## config.mk

```make
export PLATFORM = sky130hd
export DESIGN_NAME = edfsat_div
export DESIGN_NICKNAME = d
export VERILOG_FILES = /design/src/hw/rtl/edfsat_div.sv
export SDC_FILE = /design/constraint.sdc
export NUM_CORES = 1
export LEC_CHECK = 0
export ABC_CLOCK_PERIOD_IN_PS = 3100
export BUFFER_PORTS_ARGS = -buffer_cell sky130_fd_sc_hd__buf_2
export CORE_ASPECT_RATIO = 1.4
export CORE_MARGIN = 3
export CORE_UTILIZATION = 35
export DETAILED_ROUTE_END_ITERATION = 10
export GPL_TIMING_DRIVEN = 0
export PLACE_DENSITY = 0.61
export SYNTH_ARGS = -nofsm -noshare
export SYNTH_HDL_FRONTEND = slang
export SYNTH_SLANG_ARGS = --single-unit
```

## constraint.sdc

```tcl
create_clock -name clk -period 3.1 [get_ports clk]
set_clock_uncertainty 0.1 [all_clocks]
set_input_delay 0.155 -clock clk [delete_from_list [all_inputs] [get_ports clk]]
set_output_delay 0.155 -clock clk [all_outputs]
set_load 0.02 [all_outputs]
```

## src/hw/rtl/edfsat_div.sv

```systemverilog
module edfsat_div #(
    parameter int NW = 16,
    parameter int DW = 13
) (
    input  logic          clk,
    input  logic          rst_n,
    input  logic          start,
    input  logic [NW-1:0] dividend,
    input  logic [DW-1:0] divisor,
    output logic          done,
    output logic [NW-1:0] quot,
    output logic [DW-1:0] rem
);

    localparam int CW = $clog2(NW + 1);

    logic          busy_reg, busy_next;
    logic          done_reg, done_next;
    logic [CW-1:0] cnt_reg, cnt_next;
    logic [NW-1:0] num_reg, num_next;
    logic [NW-1:0] q_reg, q_next;
    logic [DW-1:0] rem_reg, rem_next;
    logic [DW:0]   trial;
    logic [DW:0]   diff;

    always_comb
    begin
        busy_next = busy_reg;
        done_next = 1'b0;
        cnt_next  = cnt_reg;
        num_next  = num_reg;
        q_next    = q_reg;
        rem_next  = rem_reg;
        trial     = {rem_reg, num_reg[NW-1]};
        diff      = trial - {1'b0, divisor};
        if (start)
        begin
            busy_next = 1'b1;
            cnt_next  = CW'(NW);
            num_next  = dividend;
            q_next    = '0;
            rem_next  = '0;
        end
        else if (busy_reg)
        begin
            num_next = {num_reg[NW-2:0], 1'b0};
            if (trial >= {1'b0, divisor})
            begin
                rem_next = diff[DW-1:0];
                q_next   = {q_reg[NW-2:0], 1'b1};
            end
            else
            begin
                rem_next = trial[DW-1:0];
                q_next   = {q_reg[NW-2:0], 1'b0};
            end
            cnt_next = cnt_reg - 1'b1;
            if (cnt_reg == CW'(1))
            begin
                busy_next = 1'b0;
                done_next = 1'b1;
            end
        end
    end

    always_ff @(posedge clk or negedge rst_n)
    begin
        if (!rst_n)
        begin
            busy_reg <= 1'b0;
            done_reg <= 1'b0;
        end
        else
        begin
            busy_reg <= busy_next;
            done_reg <= done_next;
        end
    end

    always_ff @(posedge clk)
    begin
        cnt_reg <= cnt_next;
        num_reg <= num_next;
        q_reg   <= q_next;
        rem_reg <= rem_next;
    end

    assign done = done_reg;
    assign quot = q_reg;
    assign rem  = rem_reg;

endmodule

```

# == Word level (Yosys, flattened, before mapping) ==
# Index checks and enable logic that the tools add are counted.
# totals
ff_bits,52
input_bits,32
wordCells,21
# classes
n_addsub,2
order_cmp,1
n_eq_ne,1
mux,10
n_reduce_logical,1
# ops
op,n
$mux W16,2
$ge A14 B13 Y1,1
$mux W13,1
$sub A13 B13 Y13,1
$mux W1,7
$eq A5 B1 Y1 const B,1
$sub A5 B1 Y5 const B,1
$reduce_bool A2 Y1,1

# == Longest topological paths before layout ==
# logic_depth
ltp_word,4
depth_mapped,11

# == Worst setup path after synthesis ==
# No wires, ideal clock.
# synth_timing
kind,reg-to-reg
start,"register rem_reg[3], in the netlist rem[3]"
end,"register rem_reg[6], in the netlist rem[6]"
setup_time_ps,125
arrival_ps,2225
path_slack_ps,650
path_stages_with_launch,9
synth_period_minus_slack_ps,2450
cell_sequence,dfxtp_1 -> ha_1 -> a21o_1 -> or3_1 -> a31o_4 -> o21a_2 -> buf_6 -> nor4b_2 -> nor3b_2
# synth_via
elab_chain_cells,2
elab_cells_between_ends,3
# synth_lines
element,line,text
start: declaration,22,"logic [DW-1:0] rem_reg, rem_next;"
start signal: assignment,85,rem_reg <= rem_next;
$sub A13 B13 Y13 or $ge A14 B13 Y1 (tied branches),"35, 47",
$mux W13 *,47,"if (trial >= {1'b0, divisor})"
# Every way passes the cells marked *; elsewhere a longest branch is shown, timed or not.
# A chain may end at the register's enable or synchronous reset.

# == Worst setup path after layout ==
# layout_timing
start,register num_reg[15]
end,"register rem_reg[12], in the netlist rem[12]"
# layout_via
elab_chain_cells,2
elab_cells_between_ends,3
# layout_lines
element,line,text
start: declaration,20,"logic [NW-1:0] num_reg, num_next;"
start signal: assignment,83,num_reg <= num_next;
$sub A13 B13 Y13 or $ge A14 B13 Y1 (tied branches),"35, 47",
$mux W13 *,47,
# Marks and branches as above.

==> reports/metrics.cfg <==
[timing]
post-route-min-period_ps=2778
max_freq_mhz=360.0
slew_headroom=0.5525
tightest_slew_ps=670.5
rsz0062_at_grt=false
min_period_over_period=0.8961
setup_viol=0
fin_setup_tns_ps=0
hold_viol=0
drv_slew=0

[route]
drt_wl_total_um=6815
drtAntennaViolNets=0
drc=0
drt_iter0_drc=95
wire_per_inst_um=14.75
first_pass_iters=4
vias=2334
viasPerCell=5.052

[grt]
antenna_found_initial=0
grt_pass1_wl_um=11010
grt_pass1_vias=2382
grt_start_max_net_pins=18
grt_overflow_total=0
track_usage=0.1515

[die]
ioPinCount=62
die_h_um=113.3
fp.coreArea_um2=7893
fp-row-count=38
die_area_um2=9362
dieWidth_um=82.64
start_util=0.3646

[layout]
drive_above_1_share=0.2597
area_growth_pct=19.39
layout.cells.non_filler=462
fin_nets=409
antenna_cells=0

[setup_path]
crit_type=reg -> reg
cp_data_required_time_ps=3220
crit_path_start=num_reg[15]
reg2reg_depth=10
end_kind=flip-flop
critPathLaunchType=flip-flop
worstPathArrival_ps=2900
cp_max_fo=3
worstReg2RegStart=num_reg[15]

[yosys]
synthesis.instances=293
ys.flop_type=dfxtp_1
synth_warnings=0
yosysUniqueCellTypes=48
seq_area_frac_synth=0.4209
synthAdderAreaFrac=0.07217
synth_xor_area_frac=0.03348
synth_compound_area_frac=0.1500
synthArstFlopShare=0.03846
synth_area_um2=2878
ys_seq_elements=52
synth.area.mux_share=0.1178
avgSynthCellArea_um2=9.822
yosys.area_share.simple=0.1583
syn-num-nets=341
synth-edff-count=16
synth_top_family_by_area=simple AND/OR/NAND/NOR gates

[clock_network]
clock-root-buffer=clkbuf_8
cts_resized=0
cts_setup_buffers=0
cts_buffers=5
clk_latency_ps=310
htreeDepth=2
clk_pin_slew_ps=100
cts_tree=yes
max-clock-path-buffers=2
cts_sinks=52
hold_buffers=1

[job]
cap_violations=0

[run_status]
status=completed

[worst_hold_path]
worstHoldStart=dividend[2]
min_path_cells=2
worstHoldPathType=in -> reg

[pwr]
leakagePower_nw=1.622
power_density_nw_per_um2=786.6
ir_worst_vdd_v=0.0004232

[placed_design]
place_congestion=0.8906
io_buffers=60
hpwl_um=5088
dp_cells=453

[critical path: stages, from the launching register on]
cell,delay (ps)
edfxtp_1,350
inv_1,60
ha_1,190
fa_1,400
nand2b_1,200
a2111oi_0,500
nor4_1,160
nor3_1,230
or3_1,150
o211ai_1,90
a311oi_1,270
[stage by stage]
stage	area [um^2]	util	hold slack, ps	setup slack (ps)	power (mW)
floorplan	2878	-	-240.6	650.1	1.907
global placement	3303	0.4185	-159.1	440.3	2.207
detailed placement	3303	0.4185	-159.3	353.6	2.235
CTS	3436	0.4353	29.22	327.2	2.736
global route	3436	0.4353	37.19	146.8	2.900
finish	3436	0.4353	40.27	322.2	2.702
[power breakdown]
| part | internal [mW] | leakage [nW] | switching [mW] |
|---|---|---|---|
| combinational | 0.528 | 1.09 | 0.722 |
| sequential | 0.849 | 0.471 | 0.119 |
| clock | 0.258 | 0.0618 | 0.226 |
| total | 1.64 | 1.62 | 1.07 |
[cell families after synthesis]
| group | after synthesis |
|---|---|
| flip-flops | 52 |
| AO/OA/AOI/OAI | 58 |
| buffers and inverters | 34 |
| XOR/XNOR | 11 |
| adder cells (fa/ha/maj) | 16 |
| multiplexers | 32 |
| AND/OR/NAND/NOR | 90 |
[routing by layer]
layer  up-vias  wire length (um)  GRT usage
met2        41              3599     0.2639
met5         -                 0          0
met4         0               148    0.05998
li1       1187                 -          -
met3        12               237    0.02866
met1      1094              2829     0.1786
[synth_stat cells (2+ instances only)]
master	instances	area, um^2
a211oi_1	2	15.01
a21boi_0	2	15.01
a21o_1	4	30.03
a21oi_1	10	50.05
a311oi_1	9	78.83
and2_1	3	18.77
clkbuf_1	12	45.04
dfrtp_1	2	50.05
dfxtp_1	34	680.7
edfxtp_1	16	480.5
ha_1	15	187.7
inv_1	19	71.32
mux2_2	15	168.9
mux2i_1	17	170.2
nand2_1	12	45.04
nand2b_1	8	50.05
nand3_1	10	50.05
nor2_1	38	142.6
nor3_1	5	25.02
nor3b_2	2	25.02
nor4_1	2	12.51
nor4b_1	2	17.52
o211ai_1	5	37.54
o21ai_0	11	55.05
o21bai_1	2	15.01
o311ai_0	2	17.52
or3_1	4	25.02
xnor2_1	9	78.83
xor2_1	2	17.52
[final timing paths]
path / end / slack (ps)
max: rem[12] / 320
min in group asynchronous: busy_reg / 70
max reg2reg: rem[12] / 320
max in group asynchronous: done / 2730
min: num_reg[2] / 40
min reg2reg: cnt_reg[1] / 410
[area by class of cell]
| type | instances | area, um^2 |
|---|---|---|
| plain buffers | 15 | 65.06 |
| clock buffers | 8 | 122.6 |
| fillers | 845 | 4457 |
| inverters | 19 | 71.32 |
| multi-input cells | 207 | 1530 |
| flip-flops and latches | 52 | 1211 |
| well taps | 100 | 125.1 |
| repair buffers | 61 | 310.3 |
[cell usage in the layout (no fill, tap or decap), types with 3 or more instances in the layout]
| cell | netlist | final |
|---|---|---|
| buf_2 | 1 | 61 |
| nor2_1 | 38 | 38 |
| dfxtp_1 | 34 | 34 |
| inv_1 | 19 | 19 |
| mux2i_1 | 17 | 17 |
| edfxtp_1 | 16 | 16 |
| mux2_2 | 15 | 15 |
| ha_1 | 15 | 15 |
| clkbuf_1 | 12 | 13 |
| nand2_1 | 12 | 12 |
| o21ai_0 | 11 | 11 |
| nand3_1 | 10 | 10 |
| a21oi_1 | 10 | 10 |
| a311oi_1 | 9 | 9 |
| xnor2_1 | 9 | 9 |
| nand2b_1 | 8 | 8 |
| o211ai_1 | 5 | 5 |
| nor3_1 | 5 | 5 |
| clkbuf_8 | 0 | 5 |
| a21o_1 | 4 | 4 |
| or3_1 | 4 | 4 |
| and2_1 | 3 | 3 |
Note: power is estimated with default switching activity, not from simulation.
