`src/hw/rtl/edfsat_ram.sv`:
```
module edfsat_ram #(
    parameter int WIDTH = 8,
    parameter int DEPTH = 16,
    localparam int AW = (DEPTH > 1) ? $clog2(DEPTH) : 1
) (
    input  logic             clk,
    input  logic             we,
    input  logic [AW-1:0]    waddr,
    input  logic [WIDTH-1:0] wdata,
    input  logic [AW-1:0]    raddr,
    output logic [WIDTH-1:0] rdata
);

    logic [WIDTH-1:0] mem [DEPTH];

    always_ff @(posedge clk)
    begin
        if (we)
        begin
            mem[waddr] <= wdata;
        end
        rdata <= mem[raddr];
    end

endmodule

```
`config.mk`:
```
export PLATFORM = sky130hd
export DESIGN_NAME = edfsat_ram
export DESIGN_NICKNAME = d
export VERILOG_FILES = /design/src/hw/rtl/edfsat_ram.sv
export SDC_FILE = /design/constraint.sdc
export NUM_CORES = 1
export LEC_CHECK = 0
export ABC_AREA = 1
export BUFFER_PORTS_ARGS = -buffer_cell sky130_fd_sc_hd__buf_2
export CORE_MARGIN = 5
export CORE_UTILIZATION = 65
export DETAILED_ROUTE_END_ITERATION = 16
export PLACE_DENSITY = 0.84
export SKIP_LAST_GASP = 1
export SYNTH_ARGS = -nofsm -noshare
export SYNTH_HDL_FRONTEND = slang
export SYNTH_SLANG_ARGS = --single-unit
```
`constraint.sdc`:
```
create_clock -name clk -period 1.5 [get_ports clk]
set_input_delay 0.075 -clock clk [delete_from_list [all_inputs] [get_ports clk]]
set_output_delay 0.075 -clock clk [all_outputs]
set_load 0.01 [all_outputs]
```
* Yosys cells after proc, flatten, opt, wreduce, memory -nomap -nowiden
Memory sizes are Yosys's and may differ from the RTL's. A register that Yosys moved wholly into a read port is not among the register bits.
Cells that the tools add are included.
** Word-level totals
- Flip-flop bits (word level) :: 0
- Memory bits (writable) :: 128
- Word-level logic and storage cells :: 3
- Memories :: 1
** Memories
- mem :: words 16, width 8, read ports 1, clocked after memory_dff 1, write ports 1, RTL line 14 : logic [WIDTH-1:0] mem [DEPTH];
** Operators by class
- Mux-type cells :: 2
** Operators with widths (number)
- 1-bit two-way mux :: 2

* Longest topological paths before layout
Gate-level depths: netlist of run 1.
- Depth in word-level cells :: 2
- Gate-level depth with buffers :: 8
- Mapped depth without buffers :: 7

* Worst setup path before layout of run 1
OpenSTA, ideal clock, no wires.
- Kind :: input to register
- Start :: input port waddr[2]
- End :: memory mem[10][0], enable pin
- Library setup time :: 0.370 ns
- Data arrival time :: 0.656 ns
- Required time :: 1.130 ns
- Slack :: 0.474 ns
- Stages on the path :: 2
- Cell sequence :: nand3b_1 nor2_1
** RTL lines
- start, declared :: RTL line 8 : input logic [AW-1:0] waddr,
- end, declared :: RTL line 14
No word-level cell before the write port.

==> qor.yml, run 1 <==
overflow: 0
switching_power_mw: 2.03
finalMaxSlewViolations: 0
core_sq_um: 8680
layout-drive-gt1-share: 0.130
crit_arrival_ns: 1.50
hold_path.class: "in -> reg"
grt_max_degree: 37
dieArea_sq_um: 10900
finalClockSkew_ns: 0.0104
n_antenna_cell: 0
vias: 4196
startpoint_type: "flip-flop"
yosysWarnings: 0
cts_buffers: 17
critPathLaunch: "mem[9][5]"
pre_cts_slack_ns: 0.225
p_comb_frac: 0.064
dr.pass1.iters: 7
setup_viol: 0
design_area_sq_um: 6700
synth_fp_nets: 569
ir_drop_uv: 1230
synthCells: 551
p_per_area_nw_per_um2: 1320
tightest_slew_ns: 0.636
critPathKind: "reg -> reg"
syn_avg_cell_area_sq_um: 10.5
grt_pass1_wl_microns: 21900
seq_area_frac_synth: 0.694
drt-vias-per-instance: 5.80
r2r_setup_slack_ns: 0.41
layout_min_cycle_time_ns: 1.09
synthesis.area_sq_um: 5770
status: "complete, no violations"
insertion_delay_ns: 0.52
hold_viol: 0
syn_to_final_growth_pct: 16.1
htree_levels: 4
clockPowerShare: 0.452
reg2reg_depth: 6
rr_startpoint: "mem[9][5]"
initial_core_util: 0.665
io_pins: 26
setup_ws_ns: 0.405
p_sw_frac: 0.230
cts_tree: "done"
nets: 620
setup_tns_ns: 0
rows: 34
rsz0062_at_grt: "no"
rr_endpoint: "rdata[5]"
dp_hpwl_microns: 7920
clk_pin_slew_worst_paths_ns: 0.06
yosys_register_bits: 136
post-route-util: 0.772
power_frac_seq: 0.485
critPathCaptureType: "flip-flop"
drc: 0
placed_area_sq_um: 6040
post_drt_wl_per_cell_microns: 19.2
power.internal_mw: 6.79
cts-resized-gates: 0
place.gp.congestion: 0.839
required_ns: 1.90
antenna_found_initial: 0
drt_wl_total_microns: 13900
grtUsageTotal: 0.266
yosysUniqueCellTypes: 12
grt_pass1_vias: 4097
cts_buffer_depth: 2
die_w_microns: 104
port_buffers: 25
endpoint: "rdata[5]"
slew_headroom: 0.576
cts.sinks: 136
min_period_over_period: 0.730
cts_root_buf: "clkbuf_8"
drt_iter0_drc: 637
hold_slack_ns: 0.109
fp.dieH_microns: 104
p_leak_nw: 2.93
hp-start: "raddr[2]"
max_freq_mhz: 913
postRouteAntennaNets: 0
path_max_fanout: 1
max-cap-violations: 0
cells in the final DEF, fill, tap and decap left out:
cell	instances
buf_4	21
nand3_1	97
nand3b_1	2
inv_6	2
inv_2	2
buf_12	1
dfxtp_1	8
nand2_1	173
clkinvlp_4	6
nor2_1	17
clkinv_4	2
inv_1	100
dlygate4sd3_1	9
clkbuf_8	1
buf_2	25
clkbuf_16	16
clkinv_2	2
edfxtp_1	128
clkbuf_1	1
bufinv_16	2
per-stage QoR:
| step | cells | total power [mW] |
|---|---|---|
| 2_1_floorplan | 551 | 4.66 |
| 3_5_place_dp | 682 | 4.86 |
| 5_1_grt | 723 | 9.06 |
| 6_report | 723 | 8.81 |
| 3_3_place_gp | 682 | 4.85 |
| 4_1_cts | 723 | 8.80 |
power groups by stage:
| stage | clock (mW) | combinational [mW] | sequential [mW] |
|---|---|---|---|
| after floorplan | 0 | 0.300 | 4.36 |
| after global routing | 4.18 | 0.607 | 4.28 |
| after global placement | 0 | 0.499 | 4.35 |
| final | 3.98 | 0.560 | 4.27 |
| after detailed placement | 0 | 0.515 | 4.35 |
| after CTS | 3.98 | 0.548 | 4.27 |
logic make-up after synthesis:
kind of cell	synth area share
simple gates	0.210
flops	0.694
buf+inv	0.0952
sequential cells by signal, summed over array words and instances, names as in the netlist:
register,cells
rdata,8
mem,128
synthesized netlist by cell type (all sizes together):
master,n,share of area
edfxtp,128,0.67
nand3,97,0.084
inv,102,0.066
nand3b,2,0.0026
dfxtp,8,0.028
nor2,17,0.011
nand2,173,0.11
buf,24,0.029
critical path, cell delays in order, from the launching register on:
cell and delay [ns]:
edfxtp_1 0.37, inv_1 0.08, nand2_1 0.05, nand3_1 0.10, nand3_1 0.13, nand3_1 0.19, nand2_1 0.07
worst min path at each step:
stage	end	cells past startpoint
3_5_place_dp	rdata[3]	3
5_1_grt	rdata[7]	5
2_1_floorplan	mem[0][0]	0
3_3_place_gp	rdata[2]	3
6_report	rdata[7]	5
4_1_cts	rdata[7]	5
timing repair:
item | in CTS | in global routing
setup buffers | 0 | 0
hold endpoints to repair | 136 | 0
endpoints found under the setup margin | 0 | 0
hold buffers | 9 | 0
final cells by class:
class                   count  area (sq um)
flip-flops and latches    136          4000
clock inverters            14           150
repair buffers             56           393
inverters                 102           383
fillers                   511          1980
multi-input cells         289          1210
clock buffers              18           418
well taps                 108           135
layer usage:
| metal | vias up | track usage | routed length, microns |
|---|---|---|---|
| met1 | 1934 | 0.342 | 4840 |
| li1 | 1874 | - | - |
| met2 | 334 | 0.422 | 6740 |
| met4 | 0 | 0.134 | 635 |
| met3 | 54 | 0.0658 | 1660 |
| met5 | - | 0 | 0 |
Power figures use the tool's default switching activity.
==> run 2: changes to the inputs <==
CORE_UTILIZATION = 55   (was 65)
PLACE_DENSITY = 0.75   (was 0.84)
clock period = 1 ns   (was 1.5 ns; I/O delays follow)
==> run 2 against run 1 <==
The flow now finishes with violations (negative setup slack). Largest power group is now the clock network. Hold slack worse by 0.036 ns. Final cell count increased by 5.0%. Global-route usage fell by 5.6 points.
==> qor.yml, run 2 (synthesized netlist as in run 1, its figures left out) <==
insertion_delay_ns: 0.53
n_antenna_cell: 0
finalMaxSlewViolations: 0
port_buffers: 25
top_regs: "mem x128, rdata x8"
cts_tree: "done"
cts_buffers: 17
critPathLaunch: "rdata[3]"
critPathKind: "reg -> out"
startpoint_type: "flip-flop"
slew_headroom: 0.732
hold_slack_ns: 0.0732
layout_min_cycle_time_ns: 1.04
mostFrequentLayoutCells: "nand2_1 (171), edfxtp_1 (128), inv_1 (99), nand3_1 (78), buf_4 (24)"
final_common_cell: "nand2_1"
core_sq_um: 10300
cts.sinks: 136
syn_to_final_growth_pct: 22.3
crit_chain: "buf_6"
tightest_slew_ns: 0.401
slowest_stage: "dfxtp_2"
grt_pass1_wl_microns: 20100
total_power_mw: 13.9
top_register: "mem"
layout-drive-gt1-share: 0.185
initial_core_util: 0.561
drt_wl_total_microns: 12700
htree_levels: 4
drc: 0
cts_setup_buffers: 0
path_max_fanout: 1
place.gp.congestion: 0.836
dr.pass1.iters: 6
hold_viol: 0
largest_reg_flops: 128
nets: 628
cts_root_buf: "clkbuf_8"
status: "complete, but fails checks"
overflow: 0
drt-vias-per-instance: 5.31
setup_viol: 4
min_period_over_period: 1.04
dieArea_sq_um: 12600
crit_arrival_ns: 0.99
max_freq_mhz: 966
hp-start: "raddr[2]"
antenna_found_initial: 0
fp.dieH_microns: 112
rows: 37
critPathCaptureType: "output port"
ir_drop_uv: 1510
rsz0062_at_grt: "yes"
dp_hpwl_microns: 7960
finalClockSkew_ns: 0.00800
pre_cts_slack_ns: -0.0816
grt_pass1_vias: 3927
path_delay_family: "flip-flops"
vias: 4032
p_leak_nw: 3.09
cp_num_buf_inv: 1
drt_iter0_drc: 407
rr_startpoint: "mem[6][5]"
hold_path.class: "in -> reg"
max-cap-violations: 0
required_ns: 0.95
cpPeakStageDelay_ns: 0.35
postRouteAntennaNets: 0
grtUsageTotal: 0.210
cts_buffer_depth: 2
setup_ws_ns: -0.0352
p_per_area_nw_per_um2: 1970
violations: "negative setup slack"
post_drt_wl_per_cell_microns: 16.7
setup_tns_ns: -0.0404
grt_max_degree: 59
io_pins: 26
die_w_microns: 112
clk_pin_slew_worst_paths_ns: 0.06
==> run 2: cell types whose count changed in the layout (fill, tap and decap cells not counted), moves of 5 or more <==
cell and delta:
buf_12 +5, buf_6 +5, nand3_2 +19, dfxtp_2 +5
dfxtp_1 -5, buf_2 -5, nand3_1 -19
==> run 2: layout make-up <==
cell class                      count  area, sq um
Timing Repair Buffer               64          547
Multi-Input combinational cell    289         1310
Clock buffer                       21          459
Clock inverter                     11          171
Sequential cell                   136         4010
Fill cell                         737         3220
Tap cell                          136          170
Inverter                          102          383
==> run 2: timing repair <==
action | 4_1_cts | 5_1_grt
gates resized for setup | 7 | 25
hold buffers | 9 | 0
setup endpoints to repair | 9 | 15
pin swaps | 0 | 2
endpoints found under the hold margin | 133 | 0
==> run 2: path summary, 6_finish.rpt <==
check,end,slack [ns],cells past startpoint
min,rdata[0],0.07,5
max,rdata[3],-0.04,1
min reg2reg,rdata[2],0.68,6
max reg2reg,rdata[5],0.03,6
==> run 2: metal layers <==
metal	GRT usage	vias to the layer above	wire length [microns]
met1	0.276	1928	5040
met5	0	-	0
li1	-	1896	-
met2	0.334	174	6350
met4	0.0889	0	325
met3	0.0539	34	979
==> run 2: metrics by stage <==
| stage | utilization | instances | area, sq um |
|---|---|---|---|
| 2_1_floorplan | - | 551 | 5770 |
| 3_3_place_gp | 0.603 | 718 | 6200 |
| 3_5_place_dp | 0.603 | 718 | 6200 |
| 4_1_cts | 0.676 | 759 | 6940 |
| 5_1_grt | 0.686 | 759 | 7050 |
| 6_report | 0.686 | 759 | 7050 |
==> run 2: power breakdown <==
part,leakage (nW),internal [mW],switching (mW)
sequential,1.22,6.38,0.0428
clock,0.304,4.25,2.31
combinational,1.56,0.336,0.576
==> run 3: changes to the inputs <==
CELL_PAD_IN_SITES_DETAIL_PLACEMENT = 1   (was unset)
CELL_PAD_IN_SITES_GLOBAL_PLACEMENT = 2   (was unset)
CORE_UTILIZATION = 36   (was 55)
PLACE_DENSITY = unset   (was 0.75)
PLACE_DENSITY_LB_ADDON = 0.1   (was unset)
==> run 3 against run 2 <==
The run now ends clean. Flip-flop and latch count stayed put. Global-route usage is 2.9 points lower. Count of clock-buffer cells in the layout is 6 higher. Sequential share of layout area is 0.12 points lower. Final area is 0.18% higher. Setup slack better by 0.066 ns. Clock power is 18% lower. Combinational power is 5.5% higher. Critical path type unchanged. Highest routed layer unchanged.
==> qor.yml, run 3 (synthesized netlist as in run 1, its figures left out) <==
port_buffers: 25
clk_pin_slew_worst_paths_ns: 0.05
setup_ws_ns: 0.0306
slew_headroom: 0.711
rr_endpoint: "rdata[1]"
crit_chain: "buf_2"
antenna_found_initial: 0
clockPowerShare: 0.421
slowest_stage: "dfxtp_2"
dr.pass1.iters: 4
cts_buffer_depth: 2
reg2reg_depth: 6
dp_hpwl_microns: 10500
endpoint: "rdata[5]"
hold_viol: 0
die_w_microns: 137
critPathCaptureType: "output port"
switching_power_mw: 2.85
place.gp.congestion: 0.792
top_register: "mem"
cts_buffers: 17
grt_pass1_wl_microns: 24200
nets: 630
ir_drop_uv: 1220
critical_path_depth: 1
path_delay_family: "flip-flops"
layout_min_cycle_time_ns: 0.969
cts_root_buf: "clkbuf_16"
r2r_setup_slack_ns: 0.06
grt_pass1_vias: 4084
top_regs: "mem x128, rdata x8"
design_area_sq_um: 7070
finalClockSkew_ns: 0.00869
setup_tns_ns: 0
pre_cts_slack_ns: -0.121
drt_wl_total_microns: 15500
finalMaxSlewViolations: 0
cp_num_buf_inv: 1
cts_tree: "done"
p_per_area_nw_per_um2: 1810
overflow: 0
status: "complete, no violations"
rows: 46
mostFrequentLayoutCells: "nand2_1 (173), edfxtp_1 (128), inv_1 (100), nand3_1 (74), buf_4 (30)"
postRouteAntennaNets: 0
initial_core_util: 0.364
startpoint_type: "flip-flop"
n_antenna_cell: 0
post_drt_wl_per_cell_microns: 18.4
drt-vias-per-instance: 4.64
vias: 3904
dieArea_sq_um: 18700
insertion_delay_ns: 0.42
drc: 0
final_common_cell: "nand2_1"
cts.sinks: 136
min_period_over_period: 0.969
io_pins: 26
power_frac_seq: 0.503
hold_path.class: "in -> reg"
fp.dieH_microns: 137
layout-drive-gt1-share: 0.187
required_ns: 0.95
core_sq_um: 15800
cts_setup_buffers: 0
total_power_mw: 12.8
grtUsageTotal: 0.181
p_leak_nw: 3.07
cpPeakStageDelay_ns: 0.36
max_freq_mhz: 1030
max-cap-violations: 0
critPathLaunch: "rdata[5]"
power.internal_mw: 9.93
drt_iter0_drc: 263
tightest_slew_ns: 0.434
grt_max_degree: 33
placed_area_sq_um: 6440
nFillCells: 1774
critPathKind: "reg -> out"
setup_viol: 0
rr_startpoint: "mem[8][1]"
rsz0062_at_grt: "yes"
path_max_fanout: 1
p_comb_frac: 0.075
largest_reg_flops: 128
crit_arrival_ns: 0.92
htree_levels: 4
p_sw_frac: 0.223
syn_to_final_growth_pct: 22.5
==> run 3: power groups by stage <==
| stage | registers (mW) | clock network [mW] | logic [mW] |
|---|---|---|---|
| 6_report | 6.43 | 5.38 | 0.963 |
| 5_1_grt | 6.44 | 5.78 | 1.07 |
| 4_1_cts | 6.43 | 5.52 | 0.943 |
| 3_5_place_dp | 6.54 | 0 | 0.940 |
| 3_3_place_gp | 6.54 | 0 | 0.921 |
| 2_1_floorplan | 6.54 | 0 | 0.450 |
==> run 3: cell type report <==
type                    count  area, sq um  share of cell area
clock inverters             5         26.3             0.00372
flip-flops and latches    136         4010               0.567
well taps                 216          270              0.0382
clock buffers              27          473              0.0669
repair buffers             66          577              0.0816
multi-input cells         289         1330               0.188
inverters                 102          383              0.0542
==> run 3: worst min path at each step <==
stage | startpoint | endpoint | cells after the start
after floorplan | wdata[0] | mem[0][0] | 0
after global placement | rdata[1] | rdata[1] | 1
after detailed placement | rdata[1] | rdata[1] | 1
after CTS | wdata[2] | mem[4][2] | 1
after global routing | wdata[2] | mem[1][2] | 1
final | wdata[4] | mem[6][4] | 1
==> run 3: timing repair <==
item                                    4_1_cts  5_1_grt
hold endpoints to repair                      0        0
resized for setup                             4       24
hold buffers                                  0        0
endpoints found under the setup margin        4        8
pin swaps                                     0        7
==> run 3: per-stage QoR <==
step	utilization	cells	hold WS, ns
3_3_place_gp	0.407	809	0.451
4_1_cts	0.439	841	0.0346
3_5_place_dp	0.407	809	0.450
5_1_grt	0.446	841	0.0452
6_report	0.446	841	0.0488
2_1_floorplan	-	551	0.149
==> run 3: layer usage <==
layer	GRT usage	part of all wire	up-vias
met5	0	0	-
met4	0.0571	0.016	0
met3	0.0426	0.037	19
met2	0.285	0.48	65
met1	0.248	0.47	1926
li1	-	-	1894
